### config.mk
export PLATFORM = sky130hd
export DESIGN_NAME = owbb_mod_unit
export DESIGN_NICKNAME = d
export VERILOG_FILES = /design/src/rtl/core/owbb_pkg.sv /design/src/rtl/core/owbb_mod_unit.sv
export SDC_FILE = /design/constraint.sdc
export NUM_CORES = 1
export LEC_CHECK = 0
export BUFFER_PORTS_ARGS = -buffer_cell sky130_fd_sc_hd__buf_4
export CORE_MARGIN = 1
export CORE_UTILIZATION = 47
export CTS_BUF_LIST = sky130_fd_sc_hd__clkbuf_4
export CTS_CLUSTER_DIAMETER = 80
export DETAILED_ROUTE_END_ITERATION = 8
export PLACE_DENSITY_LB_ADDON = 0.25
export SYNTH_ARGS = -nofsm -noshare
export SYNTH_HDL_FRONTEND = slang
export SYNTH_SLANG_ARGS = --single-unit
### constraint.sdc
create_clock -name clk -period 1.2 [get_ports clk]
set_input_delay 0.06 -clock clk [delete_from_list [all_inputs] [get_ports clk]]
set_output_delay 0.06 -clock clk [all_outputs]
set_load 0.05 [all_outputs]
### src/rtl/core/owbb_pkg.sv
// ----------------------------------------------------------------------------
// owbb_pkg
// Shared widths, request codes and control bundles for the offset window
// byte buffer.
// ----------------------------------------------------------------------------
package owbb_pkg;

	localparam int OWBB_DEPTH    = 4096;
	localparam int OWBB_MAX_READ = 64;

	localparam int TYPE_W    = 2;
	localparam int OFF_W     = 32;
	localparam int LEN_W     = 32;
	localparam int BYTE_W    = 8;
	localparam int OFF_CNT_W = $clog2(OFF_W);

	localparam logic [TYPE_W-1:0] REQ_WRITE = 2'd0;
	localparam logic [TYPE_W-1:0] REQ_READ  = 2'd1;
	localparam logic [TYPE_W-1:0] REQ_ERASE = 2'd2;

	typedef struct packed {
		logic we;
		logic re;
	} mem_ctl_t;

	typedef struct packed {
		logic load;
		logic status;
		logic last;
	} rsp_ctl_t;

endpackage

### src/rtl/core/owbb_mod_unit.sv
// ----------------------------------------------------------------------------
// owbb_mod_unit
// Reduction of a stream offset modulo the store depth by reciprocal
// multiplication: a quotient estimate at most one low, then one correcting
// subtract, with the offset, quotient, remainder and result each registered.
// ----------------------------------------------------------------------------
module owbb_mod_unit #(
	parameter int DEPTH = owbb_pkg::OWBB_DEPTH,
	parameter int AW    = $clog2(DEPTH)
) (
	input  logic                      clk,
	input  logic                      arst_n,
	input  logic                      start,
	input  logic [owbb_pkg::OFF_W-1:0] din,
	output logic                      done,
	output logic [AW-1:0]             res
);
	import owbb_pkg::*;

	localparam int              AW1   = AW + 1;
	localparam int              SH    = OFF_W + AW;
	localparam int              MW    = OFF_W + 1;
	// floor(2^SH / DEPTH), below 2^(OFF_W+1) since DEPTH > 2^(AW-1)
	localparam longint unsigned RECIP = (64'd1 << SH) / DEPTH;

	logic                  go_q;
	logic                  v_s1;
	logic                  v_s2;
	logic                  done_q;
	logic [OFF_W-1:0]      x_q;
	logic [OFF_W-1:0]      q_s1;
	logic [AW:0]           rem_s2;
	logic [AW-1:0]         r_q;
	logic [OFF_W+MW-1:0]   prod;
	logic [OFF_W-1:0]      qd;

	always_comb begin
		prod = {{MW{1'b0}}, x_q} * {{OFF_W{1'b0}}, MW'(RECIP)};
		// estimate never exceeds the true quotient, so this cannot overflow
		qd   = q_s1 * OFF_W'(DEPTH);
	end

	always_ff @(posedge clk or negedge arst_n) begin
		if (!arst_n) begin
			go_q   <= 1'b0;
			v_s1   <= 1'b0;
			v_s2   <= 1'b0;
			done_q <= 1'b0;
		end else begin
			go_q   <= start;
			v_s1   <= go_q;
			v_s2   <= v_s1;
			done_q <= v_s2;
		end
	end

	always_ff @(posedge clk) begin
		if (start) begin
			x_q <= din;
		end
		if (go_q) begin
			q_s1 <= OFF_W'(prod >> SH);
		end
		// remainder estimate lies below twice the depth
		if (v_s1) begin
			rem_s2 <= AW1'(x_q - qd);
		end
		if (v_s2) begin
			r_q <= (rem_s2 >= AW1'(DEPTH)) ? AW'(rem_s2 - AW1'(DEPTH)) : AW'(rem_s2);
		end
	end

	assign done = done_q;
	assign res  = r_q;

endmodule

# [After elaboration in Yosys (flattened, before gate mapping)]
# Cells that the tools add are included.
[totals] output_inout_bits=13 ff_bits=43 in_bits=35
[op_classes] n_lt_le_gt_ge=1 n_mux=1 add_sub_neg=2
[op_table] operator="greater-or-equal comparator 13 bit (second input constant)" count=1
[op_table] operator="subtractor 13 bit" count=1
[op_table] operator="two-way mux 12 bit" count=1
[op_table] operator="subtractor 12 x 1 -> 12 bit (second input constant)" count=1

# [Depth between registers and ports, before layout]
[logic_depth] word_depth=2 mapped_depth=0 ltp_nobuf=0

# [Least setup slack after synthesis]
# Ideal clock, no wire load.
[synth_path] path_kind="flip-flop to flip-flop" from="reg v_s1" to="reg rem_s2[0], enable pin" synth_period_minus_slack_ps=894 stages_incl_launch_ff=1 path_slack_ps=306 path_buffers=0 setup_ps=350 arrival_time_ps=544 required_time_ps=850 path_cell_list="dfrtp_1"
[synth_rtl] item="from (decl)" line="owbb_mod_unit.sv:27" source="logic v_s1;"
[synth_rtl] item="from (signal assigned)" line="owbb_mod_unit.sv:51" source="v_s1 <= go_q;"
[synth_rtl] item="to (signal assigned)" line="owbb_mod_unit.sv:66" source="rem_s2 <= AW1'(x_q - qd);"
[synth_rtl] item="to (decl)" line="owbb_mod_unit.sv:32" source="logic [AW:0] rem_s2;"
# No word-level cell between the ends.

# [Worst setup path after layout]
[layout_path] from="reg v_s1" to="reg rem_s2[5], enable pin"
# No word-level cell between the ends.

==> results.ini <==
[worst_setup_path]
worstReg2RegStart = v_s1
r2r-end = rem_s2[5]
reg2regPathDepth = 0
reg2reg_setup_slack_ns = 0.22
cp_data_arrival_time_ns = 0.96
path_class = flip-flop to flip-flop
crit_fanout = 13
critPathRequiredTime_ns = 1.18
end_kind = flip-flop
critPathLaunchType = flip-flop
crit_cells = 0

[placement]
dp_slack_ns = 0.228
portBuffers = 27
place_congestion = 0.643

[sta]
maxSlewViolCount = 0
fin_crit_sh_pct = 81.5
layout_min_cycle_time_ns = 0.978
slew_headroom_pct = 70.2
fin_ws_ns = 0.222
worst_pin_slew_ns = 0.446
setup_tns_ns = 0
finalSetupViolations = 0
final-hold-violation-count = 0
max_freq_mhz = 1020
fin_skew_ns = 0.00701
rsz0062_at_grt = false

[clocking]
htree_levels = 2
tritoncts.num_buffers = 5
cts-resized-gates = 0
clk_pin_slew_worst_paths_ns = 0.10
clkSinkCount = 40
clock_latency_ns = 0.33
clock_path_buffers = 2
post-cts-setup-buffer-count = 0
cts_tree = yes
root_buffer = clkbuf_4

[worst_hold_path]
hp-class = input pin to asynchronous set/reset pin

[global_routing]
grt_max_degree = 14
grt_antenna_before_repair = 0
grt_util_all_layers_pct = 11.9
top_usage_layer = met2
grt_pass1_wl_um = 2030
grt_pass1_vias = 452
grtUsageMet2_pct = 18.6
grt_use_met3_pct = 8.19
grt_overflow_total = 0
gr-usage-met1_pct = 11.6

[logic_synthesis]
yosysTopAreaCell = edfxtp_1
ys_top_cells_by_count = edfxtp_1, dfrtp_1
synthXorXnorAreaFrac_pct = 0
synthMuxAreaShare_pct = 0
synthArstFlopShare_pct = 10.0
synth_warnings = 0
synth_compound_area_share_pct = 0
ys_top_cells_by_area = edfxtp_1, dfrtp_1
synth_ff_type = edfxtp_1
ys_seq_area_share_pct = 100
synth_area_sq_um = 1180
syn_avg_cell_area_sq_um = 29.5
post-synth-top-count-cell = edfxtp_1
synth_edf_count = 36
synth_top_area_share_pct = 91.5
synth_simple_gate_area_share_pct = 0
ys_types = 2
synth_cells = 40
synth_nets = 75
ys_ff_latch = 40
yosys.area_share.adder_pct = 0

[routing]
drc = 0
vias = 504
vias_per_cell = 4.31
wl_per_cell_um = 10.8
dr.pass1.iters = 3
antenna_left = 0
drt_iter0_markers = 4
wl_um = 1260

[die]
initial_core_util_pct = 51.4
pin_count = 48
die-area_sq_um = 2720
die-height_um = 52.1
die_w_um = 52.1
row_count = 17
core-area_sq_um = 2300

[power_and_ir_drop]
powerDensity_nw_per_um2 = 1530
p_leak_nw = 0.620
ir_drop_mv = 1.31

[final_layout]
multi_input_comb_cells = 0
diodes = 0
layout-drive-gt1-share_pct = 38.2
area_delta_synth_final_pct = 36.3
nNetsFinal = 123
multi_input_area_sq_um = 0

[outcome]
status = finished, final reports clean

[run]
maxCapViolations = 0

cells by family after synthesis:
kind of cell	Yosys count
flip-flops	40
cell type report:
cell class | instances | area (sq um)
fill | 139 | 687
tap | 28 | 35.0
timing repair buffer | 41 | 343
clock buffer | 5 | 37.5
sequential | 40 | 1180
clock inverter | 3 | 13.8
worst max-delay path by stage:
stage          startpoint         end
3_5_place_dp         v_s1   rem_s2[4]
3_3_place_gp         v_s1  rem_s2[11]
2_1_floorplan        v_s1   rem_s2[0]
4_1_cts            res[6]      res[6]
6_report             v_s1   rem_s2[5]
5_1_grt              v_s2      res[5]
what timing repair did:
item / CTS / global route
endpoints found under the hold margin: 17 / 0
hold buffers: 14 / 0
endpoints found under the setup margin: 0 / 0
layer usage:
layer	part of all wire, %	wire length [um]	up-vias
li1	-	-	253
met1	40	504	216
met2	48	609	33
met3	11	134	2
met4	1.0	13	0
met5	0	0	-
per-stage QoR:
stage | utilization [%] | cells | hold WS [ns] | total power, W | area (sq um)
after floorplan | - | 40 | -0.236 | 0.00178 | 1180
after global placement | 61.8 | 95 | -0.143 | 0.00186 | 1420
after detailed placement | 61.8 | 95 | -0.142 | 0.00187 | 1420
after CTS | 70.1 | 117 | 0.0351 | 0.00249 | 1610
after global routing | 70.1 | 117 | 0.0158 | 0.00258 | 1610
final | 70.1 | 117 | 0.0457 | 0.00246 | 1610
registers in the layout, summed over array words and instances (netlist names):
register  flops
v_s2          1
v_s1          1
done          1
x_q          12
rem_s2       12
go_q          1
res          12
where the power goes:
part | internal, W | switching, W
Combinational | 0.0000899 | 0.000122
Sequential | 0.00162 | 0.0000341
Clock | 0.000215 | 0.000377
Total | 0.00193 | 0.000533
placed cells by master, fill, tap and decap left out:
cell type,n
clkinv_2,2
clkbuf_4,5
dlygate4sd3_1,14
dfrtp_1,4
clkinv_1,1
edfxtp_1,36
buf_4,27
(Power assumes the default switching activity.)
