[src/rtl/core/owbb_pkg.sv]
// ----------------------------------------------------------------------------
// owbb_pkg
// Shared widths, request codes and control bundles for the offset window
// byte buffer.
// ----------------------------------------------------------------------------
package owbb_pkg;

	localparam int OWBB_DEPTH    = 4096;
	localparam int OWBB_MAX_READ = 64;

	localparam int TYPE_W    = 2;
	localparam int OFF_W     = 32;
	localparam int LEN_W     = 32;
	localparam int BYTE_W    = 8;
	localparam int OFF_CNT_W = $clog2(OFF_W);

	localparam logic [TYPE_W-1:0] REQ_WRITE = 2'd0;
	localparam logic [TYPE_W-1:0] REQ_READ  = 2'd1;
	localparam logic [TYPE_W-1:0] REQ_ERASE = 2'd2;

	typedef struct packed {
		logic we;
		logic re;
	} mem_ctl_t;

	typedef struct packed {
		logic load;
		logic status;
		logic last;
	} rsp_ctl_t;

endpackage

[src/rtl/core/owbb_ctrl.sv]
// ----------------------------------------------------------------------------
// owbb_ctrl
// Request sequencer: keeps the window registers, decides each request and
// drives the byte store through writes, zero runs and read streams.
// ----------------------------------------------------------------------------
module owbb_ctrl #(
	parameter int DEPTH    = owbb_pkg::OWBB_DEPTH,
	parameter int MAX_READ = owbb_pkg::OWBB_MAX_READ,
	parameter int AW       = $clog2(DEPTH),
	parameter int UW       = $clog2(DEPTH + 1)
) (
	input  logic                        clk,
	input  logic                        arst_n,
	input  logic                        req_valid,
	output logic                        req_stall,
	input  logic [owbb_pkg::TYPE_W-1:0] req_type,
	input  logic [owbb_pkg::OFF_W-1:0]  offset,
	input  logic [owbb_pkg::LEN_W-1:0]  length,
	input  logic [owbb_pkg::BYTE_W-1:0] data_byte,
	input  logic                        rsp_free,
	output owbb_pkg::rsp_ctl_t          rsp_ctl,
	output logic [owbb_pkg::BYTE_W-1:0] rsp_byte,
	output logic [owbb_pkg::OFF_W-1:0]  win_start,
	output logic [UW-1:0]               win_used,
	output logic                        mod_start,
	input  logic                        mod_done,
	input  logic [AW-1:0]               mod_res,
	output owbb_pkg::mem_ctl_t          mem_ctl,
	output logic [AW-1:0]               waddr,
	output logic [owbb_pkg::BYTE_W-1:0] wdata,
	output logic [AW-1:0]               raddr,
	input  logic [owbb_pkg::BYTE_W-1:0] rdata
);
	import owbb_pkg::*;

	localparam int   AW1  = AW + 1;
	localparam int   RW   = $clog2(MAX_READ + 1);
	localparam logic POW2 = ((DEPTH & (DEPTH - 1)) == 0);

	typedef enum logic [8:0] {
		S_IDLE = 9'b000000001,
		S_MOD  = 9'b000000010,
		S_GAP  = 9'b000000100,
		S_WR   = 9'b000001000,
		S_ER   = 9'b000010000,
		S_ZERO = 9'b000100000,
		S_RDI  = 9'b001000000,
		S_RD   = 9'b010000000,
		S_RESP = 9'b100000000
	} state_t;

	function automatic logic [AW-1:0] wrap(input logic [AW:0] s);
		logic [AW:0] r;
		r = (s >= AW1'(DEPTH)) ? (s - AW1'(DEPTH)) : s;
		return AW'(r);
	endfunction

	state_t            state_q;
	logic [TYPE_W-1:0] type_q;
	logic [OFF_W-1:0]  off_q;
	logic [LEN_W-1:0]  len_q;
	logic [BYTE_W-1:0] data_q;
	logic [OFF_W-1:0]  start_q;
	logic [UW-1:0]     used_q;
	logic [AW-1:0]     base_q;
	logic [OFF_W-1:0]  gap_q;
	logic              le_q;
	logic [AW-1:0]     zaddr_q;
	logic [UW-1:0]     zcnt_q;
	logic              status_q;
	logic [OFF_W-1:0]  delta_q;
	logic [RW-1:0]     rcnt_q;
	logic              inside_s1;
	logic              last_s1;

	logic              accept;
	logic              empty;
	logic              bwd;
	logic              bwd_rej;
	logic              fwd_rej;
	logic [AW-1:0]     bwd_addr;
	logic [AW-1:0]     fwd_addr;
	logic [AW-1:0]     end_addr;
	logic              wr_ok;
	logic [AW-1:0]     wr_addr;
	logic [OFF_W-1:0]  used_ext;
	logic [OFF_W-1:0]  cut;
	logic              inside_now;

	assign req_stall = (state_q != S_IDLE);
	assign accept    = req_valid && !req_stall;
	assign win_start = start_q;
	assign win_used  = used_q;
	assign mod_start = accept && (req_type == REQ_WRITE) && (used_q == '0) && !POW2;

	assign used_ext = OFF_W'(used_q);
	assign empty    = (used_q == '0);
	// backward write: offset strictly below the window start
	assign bwd      = le_q && (gap_q != '0);
	assign bwd_rej  = gap_q > (OFF_W'(DEPTH) - used_ext);
	assign fwd_rej  = gap_q >= OFF_W'(DEPTH);
	assign bwd_addr = wrap(AW1'(base_q) + AW1'(DEPTH) - AW1'(gap_q));
	assign fwd_addr = wrap(AW1'(base_q) + AW1'(gap_q));
	assign end_addr = wrap(AW1'(base_q) + AW1'(used_q));
	assign wr_ok    = empty || (bwd ? !bwd_rej : !fwd_rej);
	assign wr_addr  = empty ? off_q[AW-1:0] : (bwd ? bwd_addr : fwd_addr);
	assign cut      = len_q - gap_q;

	// position is in the window when its distance from the start is below used
	assign inside_now = delta_q < used_ext;
	assign raddr      = wrap(AW1'(base_q) + AW1'(delta_q));

	always_comb begin
		mem_ctl  = '0;
		waddr    = zaddr_q;
		wdata    = '0;
		rsp_ctl  = '0;
		rsp_byte = '0;
		case (state_q)
			S_WR: begin
				mem_ctl.we = wr_ok;
				waddr      = wr_addr;
				wdata      = data_q;
			end
			S_MOD: begin
				mem_ctl.we = mod_done;
				waddr      = mod_res;
				wdata      = data_q;
			end
			S_ZERO: begin
				mem_ctl.we = 1'b1;
			end
			S_RDI: begin
				mem_ctl.re = 1'b1;
			end
			S_RD: begin
				rsp_ctl.load = rsp_free;
				rsp_ctl.last = last_s1;
				rsp_byte     = inside_s1 ? rdata : '0;
				mem_ctl.re   = rsp_free && !last_s1;
			end
			S_RESP: begin
				rsp_ctl.load   = rsp_free;
				rsp_ctl.status = status_q;
				rsp_ctl.last   = 1'b1;
			end
			default: begin
			end
		endcase
	end

	always_ff @(posedge clk or negedge arst_n) begin
		if (!arst_n) begin
			state_q <= S_IDLE;
			start_q <= '0;
			used_q  <= '0;
			base_q  <= '0;
		end else begin
			case (state_q)
				S_IDLE: begin
					if (accept) begin
						case (req_type)
							REQ_WRITE: begin
								state_q <= mod_start ? S_MOD : S_GAP;
							end
							REQ_READ: begin
								if (length > LEN_W'(MAX_READ) || length == '0) begin
									state_q <= S_RESP;
								end else begin
									state_q <= S_RDI;
								end
							end
							REQ_ERASE: begin
								state_q <= S_GAP;
							end
							default: begin
								state_q <= S_RESP;
							end
						endcase
					end
				end
				S_MOD: begin
					if (mod_done) begin
						start_q <= off_q;
						base_q  <= mod_res;
						used_q  <= UW'(1);
						state_q <= S_RESP;
					end
				end
				S_GAP: begin
					state_q <= (type_q == REQ_WRITE) ? S_WR : S_ER;
				end
				S_WR: begin
					state_q <= S_RESP;
					if (empty) begin
						start_q <= off_q;
						base_q  <= off_q[AW-1:0];
						used_q  <= UW'(1);
					end else if (bwd) begin
						if (!bwd_rej) begin
							start_q <= off_q;
							base_q  <= bwd_addr;
							used_q  <= used_q + UW'(gap_q);
							if (gap_q != OFF_W'(1)) begin
								state_q <= S_ZERO;
							end
						end
					end else if (!fwd_rej) begin
						if (gap_q >= used_ext) begin
							used_q <= UW'(gap_q) + UW'(1);
						end
						if (gap_q > used_ext) begin
							state_q <= S_ZERO;
						end
					end
				end
				S_ER: begin
					state_q <= S_RESP;
					if (le_q) begin
						if (gap_q < len_q) begin
							if (cut > used_ext) begin
								start_q <= '0;
								base_q  <= '0;
								used_q  <= '0;
							end else begin
								start_q <= start_q + cut;
								base_q  <= wrap(AW1'(base_q) + AW1'(cut));
								used_q  <= used_q - UW'(cut);
							end
						end
					end else if (gap_q < used_ext) begin
						if ((used_ext - gap_q) <= len_q) begin
							used_q <= UW'(gap_q);
						end else if (len_q != '0) begin
							state_q <= S_ZERO;
						end
					end
				end
				S_ZERO: begin
					if (zcnt_q == UW'(1)) begin
						state_q <= S_RESP;
					end
				end
				S_RDI: begin
					state_q <= S_RD;
				end
				S_RD: begin
					if (rsp_free && last_s1) begin
						state_q <= S_IDLE;
					end
				end
				S_RESP: begin
					if (rsp_free) begin
						state_q <= S_IDLE;
					end
				end
				default: begin
					state_q <= S_IDLE;
				end
			endcase
		end
	end

	always_ff @(posedge clk) begin
		if (accept) begin
			type_q   <= req_type;
			off_q    <= offset;
			len_q    <= length;
			data_q   <= data_byte;
			status_q <= (req_type == REQ_READ) && (length > LEN_W'(MAX_READ));
			delta_q  <= offset - start_q;
			rcnt_q   <= RW'(length);
		end
		if (state_q == S_GAP) begin
			le_q  <= off_q <= start_q;
			gap_q <= (off_q <= start_q) ? (start_q - off_q) : (off_q - start_q);
		end
		if (state_q == S_WR) begin
			status_q <= !wr_ok;
			if (bwd) begin
				zaddr_q <= wrap(AW1'(bwd_addr) + AW1'(1));
				zcnt_q  <= UW'(gap_q) - UW'(1);
			end else begin
				zaddr_q <= end_addr;
				zcnt_q  <= UW'(gap_q) - used_q;
			end
		end
		if (state_q == S_ER) begin
			zaddr_q <= fwd_addr;
			zcnt_q  <= UW'(len_q);
		end
		if (state_q == S_ZERO) begin
			zaddr_q <= wrap(AW1'(zaddr_q) + AW1'(1));
			zcnt_q  <= zcnt_q - UW'(1);
		end
		if (mem_ctl.re) begin
			inside_s1 <= inside_now;
			last_s1   <= (rcnt_q == RW'(1));
			delta_q   <= delta_q + OFF_W'(1);
			rcnt_q    <= rcnt_q - RW'(1);
		end
	end

endmodule
[config.mk]
export PLATFORM = sky130hd
export DESIGN_NAME = owbb_ctrl
export DESIGN_NICKNAME = d
export VERILOG_FILES = /design/src/rtl/core/owbb_pkg.sv /design/src/rtl/core/owbb_ctrl.sv
export SDC_FILE = /design/constraint.sdc
export NUM_CORES = 1
export LEC_CHECK = 0
export BUFFER_PORTS_ARGS = -buffer_cell sky130_fd_sc_hd__buf_2
export CAP_MARGIN = 40
export CORE_UTILIZATION = 45
export CTS_CLUSTER_DIAMETER = 150
export DETAILED_ROUTE_END_ITERATION = 8
export PLACE_DENSITY_LB_ADDON = 0.25
export SETUP_SLACK_MARGIN = 0.3
export SLEW_MARGIN = 20
export SYNTH_ARGS = -nofsm -noshare
export SYNTH_HDL_FRONTEND = slang
export SYNTH_SLANG_ARGS = --single-unit
[constraint.sdc]
create_clock -name clk -period 6.9 [get_ports clk]
set_input_delay 0.345 -clock clk [delete_from_list [all_inputs] [get_ports clk]]
set_output_delay 0.345 -clock clk [all_outputs]
set_load 0.05 [all_outputs]
=== Word-level counts from Yosys, hierarchy flattened ===
Index checks and enable logic that the tools add are counted.

* Logic and storage cells: 204
* Bits in registers: 240
* Input bits: 99

* $lt $le $gt $ge: 18
* Mux-type cells: 81
* Eq/ne operators: 30
* Reductions and logical operators: 28
* $add $sub $neg: 30

{| class="wikitable"
|+ Operators with widths
! cell !! number
|-
| 32-bit two-way mux || 10
|-
| 12-bit two-way mux || 20
|-
| 13-bit two-way mux || 15
|-
| 9-bit two-way mux || 16
|-
| 32-bit subtractor || 4
|-
| 32-bit case mux with 3 select lines || 1
|-
| 13-bit >= comparator (second input constant) || 7
|-
| 12-bit by 1-bit subtractor with 12-bit output (second input constant) || 7
|-
| 9-bit case mux with 9 select lines || 1
|-
| 32-bit by 13-bit greater-than comparator with 1-bit output || 2
|-
| 32-bit less-or-equal comparator || 2
|-
| 32-bit by 13-bit < comparator with 1-bit output || 2
|-
| 32-bit nonzero test || 2
|-
| 12-bit by 13-bit adder with 13-bit output || 4
|-
| 13-bit case mux with 3 select lines || 1
|-
| 13-bit subtractor || 3
|-
| 12-bit case mux with 3 select lines || 1
|-
| 32-bit by 1-bit adder with 32-bit output (second input constant) || 1
|-
| 32-bit adder || 1
|-
| 32-bit by 13-bit >= comparator with 1-bit output || 1
|-
| 32-bit by 13-bit >= comparator with 1-bit output (second input constant) || 1
|-
| 32-bit greater-than comparator || 1
|-
| 32-bit by 7-bit greater-than comparator with 1-bit output (second input constant) || 1
|-
| 32-bit zero test || 1
|-
| 46 further kinds || 82
|}

=== Logic depth before layout (Yosys ltp) ===
* Word-level depth: 11
* Gate-level depth with buffers: 25
* Mapped depth without buffers: 24

=== Worst setup path after synthesis ===
No wires, ideal clock.

* Path type: register -> register
* Start: register used_q[0], in the netlist win_used[0]
* End: register used_q[2], in the netlist win_used[2]
* Stages on the path, launching flop included: 25
* Data arrival time: 5,745 ps
* Data required time: 6,775 ps
* Path slack: 1,030 ps
* Path through: dfrtp_1 > inv_1 > ha_1 > inv_1 > fa_1 > a21o_1 > a21oi_1 > o21a_1 > o31ai_1 > a31oi_1 > or2_2 > nor3_1 > xnor2_1 > ha_1 > a21o_1 > a21o_1 > a211oi_1 > o21a_1 > nor3_1 > o31a_1 > o21ai_0 > a32oi_1 > nor4_1 > buf_2 > mux2_2

* Cells in the longest elaborated chain, start to end: 5
* Elaborated cells on any way between the ends: 23
* Classes of those cells: add/sub (4); order compare (5); eq/ne (5); mux (7); reduce/logical (2)

{| class="wikitable"
|+ RTL lines
! what !! line !! RTL
|-
| from (decl) || owbb_ctrl.sv:64 || <nowiki>logic [UW-1:0] used_q;</nowiki>
|-
| from (signal assigned) || owbb_ctrl.sv:203 || <nowiki>used_q <= used_q + UW'(gap_q);</nowiki>
|-
| from (signal assigned) || owbb_ctrl.sv:210 || <nowiki>used_q <= UW'(gap_q) + UW'(1);</nowiki>
|-
| from (signal assigned) || owbb_ctrl.sv:228 || <nowiki>used_q <= used_q - UW'(cut);</nowiki>
|-
| branches (longest 5 deep; another with 13-bit by 32-bit subtractor with 32-bit output) || n/a ||
|}

Parallel ways; which one is timed is not known. The select of a mux whose other input is x is not followed.
A chain may end at the register's enable or synchronous reset.

=== Worst setup path in the final report ===
* Start: register gap_q[1]
* End: register base_q[4]

* Cells in the longest elaborated chain, start to end: 8
* Elaborated cells on any way between the ends: 25
* Classes of those cells: add/sub (5); order compare (5); eq/ne (3); mux (9); reduce/logical (3)

{| class="wikitable"
|+ RTL lines
! what !! line !! RTL
|-
| from (decl) || owbb_ctrl.sv:66 || <nowiki>logic [OFF_W-1:0] gap_q;</nowiki>
|-
| from (signal assigned) || owbb_ctrl.sv:276 || <nowiki>gap_q <= (off_q <= start_q) ? (start_q - off_q) : (off_q - start_q);</nowiki>
|-
| 32-bit subtractor || owbb_ctrl.sv:107 || <nowiki>assign cut = len_q - gap_q;</nowiki>
|-
| 12-bit by 13-bit adder with 13-bit output || owbb_ctrl.sv:227 || <nowiki>base_q <= wrap(AW1'(base_q) + AW1'(cut));</nowiki>
|-
| 12-bit by 1-bit subtractor with 12-bit output or 13-bit >= comparator (tied branches) || owbb_ctrl.sv:54 || <nowiki>r = (s >= AW1'(DEPTH)) ? (s - AW1'(DEPTH)) : s;</nowiki>
|-
| 12-bit two-way mux || owbb_ctrl.sv:54 ||
|-
| 12-bit two-way mux || owbb_ctrl.sv:221 || <nowiki>if (cut > used_ext) begin</nowiki>
|-
| 12-bit two-way mux || owbb_ctrl.sv:220 || <nowiki>if (gap_q < len_q) begin</nowiki>
|-
| 12-bit two-way mux || owbb_ctrl.sv:219 || <nowiki>if (le_q) begin</nowiki>
|-
| 12-bit case mux with 3 select lines || owbb_ctrl.sv:159 || <nowiki>case (state_q)</nowiki>
|-
| to (signal assigned) || owbb_ctrl.sv:185 || <nowiki>base_q <= mod_res;</nowiki>
|-
| to (signal assigned) || owbb_ctrl.sv:197 || <nowiki>base_q <= off_q[AW-1:0];</nowiki>
|-
| to (signal assigned) || owbb_ctrl.sv:227 ||
|-
| to (decl) || owbb_ctrl.sv:65 || <nowiki>logic [AW-1:0] base_q;</nowiki>
|}

Parallel ways exist; a longest one is shown, timed or not. The select of a mux whose other input is x is not followed.

==> flow_summary.yaml <==
cts:
  cts_buffers: 31
  clock_path_buffers: 3
  clk_root_buffer_cell: "clkbuf_16"
  cts_tree: "yes"
  cts_sinks: 239
  path_clk_slew_ps: 70
  clk_latency_ps: 630
  h-tree-depth: 1
yosys:
  async_flop_share_pct: 27.2
  yosysUniqueCellTypes: 85
  synthFlopType: "edfxtp_1"
  synthCells: 3249
  yosysWarningCount: 0
  syn_avg_cell_area_um2: 8.27
  synth-seq-area-share_pct: 25.5
  netlist_area_um2: 26900
  synth_edf_count: 174
  ys_ff_latch: 239
  synthesis.nets: 3720
placed_design:
  pre_cts_slack_ps: 561
  dpl.cell_count: 4158
  port_buffers: 184
  hpwl_um: 74500
  routabilityCongestion: 1.00
power_and_ir_drop:
  power.density_nw_per_um2: 481
  power.leakage_nw: 13.6
  swShare_pct: 52.1
  clkPwrFrac_pct: 12.1
  p_int_mw: 7.09
  comb_power_share_pct: 68.7
  power_frac_seq_pct: 19.1
  switchingPower_mw: 7.70
  vdd_ir_drop_max_uv: 353
routing:
  drc: 0
  via_count: 25600
  drt_wl_total_um: 93900
  drt_iter0_drc: 2518
  top_layer: "met4"
  dr_wl_met3_um: 7190
  routedWlPerCell_um: 21.8
  dr.pass1.iters: 6
  wl_met1_um: 41700
  post_drt_via_cell_ratio: 5.96
  dr_wl_met2_um: 42000
  drtAntennaViolNets: 0
setup_path:
  cp_slowest_stage_delay_ps: 540
  rr_worst_depth: 19
  crit_arrival_ps: 6870
  slowest_stage: "edfxtp_1"
  cp_max_fo: 8
  cp-end-kind: "register"
  critical_path_required_ps: 7450
  start_kind: "register"
  worstPathCellList: "clkinvlp_4, ha_1, nand2b_1, a211oi_1, o211ai_1, a211o_1, nand2_1, xor2_1, ha_1, nand4_1, a211oi_1, o31ai_1, o2111ai_1, a2111oi_4, o2111ai_1, nor4_2, nand2_1, o32a_1, a21oi_1"
  reg2reg_to: "base_q[4]"
  reg2reg_setup_slack_ps: 580
  r2r_start: "gap_q[1]"
  crit_type: "reg2reg"
run:
  drv_cap: 0
grt:
  grt_pass1_vias: 24000
  overflow: 0
  grt_usage_pct: 30.4
  grt_pass1_wl_um: 142000
  grt_max_degree: 53
  grt_antenna_before_repair: 1
timing:
  period_minus_slack_ps: 6320
  slew_violations: 0
  fmax_mhz: 158
  fin_crit_sh_pct: 91.6
  setup_tns_ps: 0
  grt_setup_unrepaired: "no"
  setup_slack_ps: 583
  slew_headroom_pct: 40.5
  setup_violations: 0
  skew_ps: 37.0
  tightestPinTransition_ps: 889
  hold_violations: 0
layout:
  finish.utilization_pct: 52.1
  fin_cells: 4297
  drive_gt1_share_pct: 10.2
  area_growth_pct: 14.5
  fillCellCount: 5744
  nNetsFinal: 3970
  final_common_cell: "ha_1"
  final_cell_mix: "358 x ha_1, 282 x a21oi_1, 268 x inv_1"
  antennaDiodeCount: 0
hold_path:
  min_from: "length[4]"
  holdPathEnd: "len_q[4]"
  whs_path_depth: 1
  hold_path_class: "in2reg"
floorplan:
  pin_count: 191
  die_h_um: 246
  coreArea_um2: 59000
  fp.dieArea_um2: 60700
  initial_core_util_pct: 45.5
  fp-row-count: 89
  die_w_um: 246
run_status:
  run_status: "finished clean"
[synthesized netlist by cell type (37+ instances only)]
cell | instances | area, um2
nor2_1 | 242 | 908
xnor2_1 | 179 | 1570
clkbuf_1 | 78 | 293
nand2_1 | 263 | 987
nand3_1 | 79 | 395
xor2_1 | 86 | 753
o21ai_0 | 206 | 1030
ha_1 | 358 | 4480
nand4_1 | 66 | 413
nor3_1 | 63 | 315
nor2b_1 | 41 | 257
a21oi_1 | 282 | 1410
nand2b_1 | 43 | 269
edfxtp_1 | 174 | 5230
a21o_1 | 113 | 848
dfrtp_1 | 64 | 1600
inv_1 | 271 | 1020
nor4_1 | 38 | 238
and2_1 | 37 | 231
[sequential cells by signal (all words and copies together), names as in the netlist, 2 cells and up]
signal / flops
win_start: 32
len_q: 32
win_used: 13
rcnt_q: 7
gap_q: 32
delta_q: 32
off_q: 32
zcnt_q: 13
state_q: 8
type_q: 2
base_q: 12
zaddr_q: 12
data_q: 8
[power groups by stage]
stage	logic [mW]	registers (mW)	clock network, mW
after global placement	9.79	2.84	0
final	10.2	2.83	1.80
after floorplan	7.07	2.92	0
after global routing	11.1	2.88	1.87
after detailed placement	9.87	2.83	0
after CTS	9.96	2.81	1.81
[layout make-up]
cell class              count  area (um2)  area share (%)
clock inverters            14         219           0.712
flip-flops and latches    239        6850            22.3
multi-input cells        2636       18600            60.5
repair buffers            320        2170            7.07
clock buffers              44         905            2.94
inverters                 271        1020            3.32
well taps                 773         967            3.14
[worst max-delay path: cells and delay by family (launching register included)]
family	cells	cell delay, ps
AOI/OAI and AO/OA	10	2930
and+or+nand+nor	5	1240
xor gates and xnor gates	1	500
adders and majority gates	2	760
buffers and inverters	1	280
DFF	1	540
[how the worst max path moves through the flow]
| stage | startpoint | end | slack (ps) | depth (start not counted) |
|---|---|---|---|---|
| floorplan | win_used[0] | win_used[2] | 1030 | 24 |
| global placement | gap_q[1] | win_used[9] | 710 | 19 |
| detailed placement | gap_q[1] | win_used[9] | 560 | 19 |
| CTS | gap_q[1] | win_used[9] | 520 | 19 |
| global route | gap_q[1] | base_q[4] | 350 | 19 |
| finish | gap_q[1] | base_q[4] | 580 | 19 |
[per-stage QoR]
step	total power, mW	hold slack (ps)	area [um2]
after detailed placement	12.7	321	28800
after CTS	14.6	3.48	30700
after global routing	15.8	9.11	30800
final	14.8	19.1	30800
after floorplan	9.99	49.4	26900
after global placement	12.6	422	28800
[logic make-up (layout without fill, tap and decap cells)]
| logic type | count (synthesis) | after routing | synth area share, % |
|---|---|---|---|
| AND/OR/NAND/NOR | 980 | 980 | 17.7 |
| other | 1 | 1 | 0.0140 |
| XOR/XNOR | 265 | 265 | 8.64 |
| flip-flops | 239 | 239 | 25.5 |
| multiplexers | 41 | 41 | 1.57 |
| AO/OA/AOI/OAI | 977 | 977 | 23.5 |
| adder cells (fa/ha/maj) | 372 | 372 | 17.7 |
| buffers and inverters | 374 | 649 | 5.38 |
[what timing repair did]
action | CTS | global route
hold buffers | 73 | 1
endpoints found under the setup margin | 0 | 14
endpoints found under the hold margin | 101 | 1
gates resized for setup | 0 | 2
buffers inserted | 0 | 6
[layer usage]
layer,up-vias,global-route usage [%]
li1,12400,-
met1,12200,42.0
met2,949,48.6
met3,146,4.63
met4,0,9.51
met5,-,0
Power figures use the tool's default switching activity.
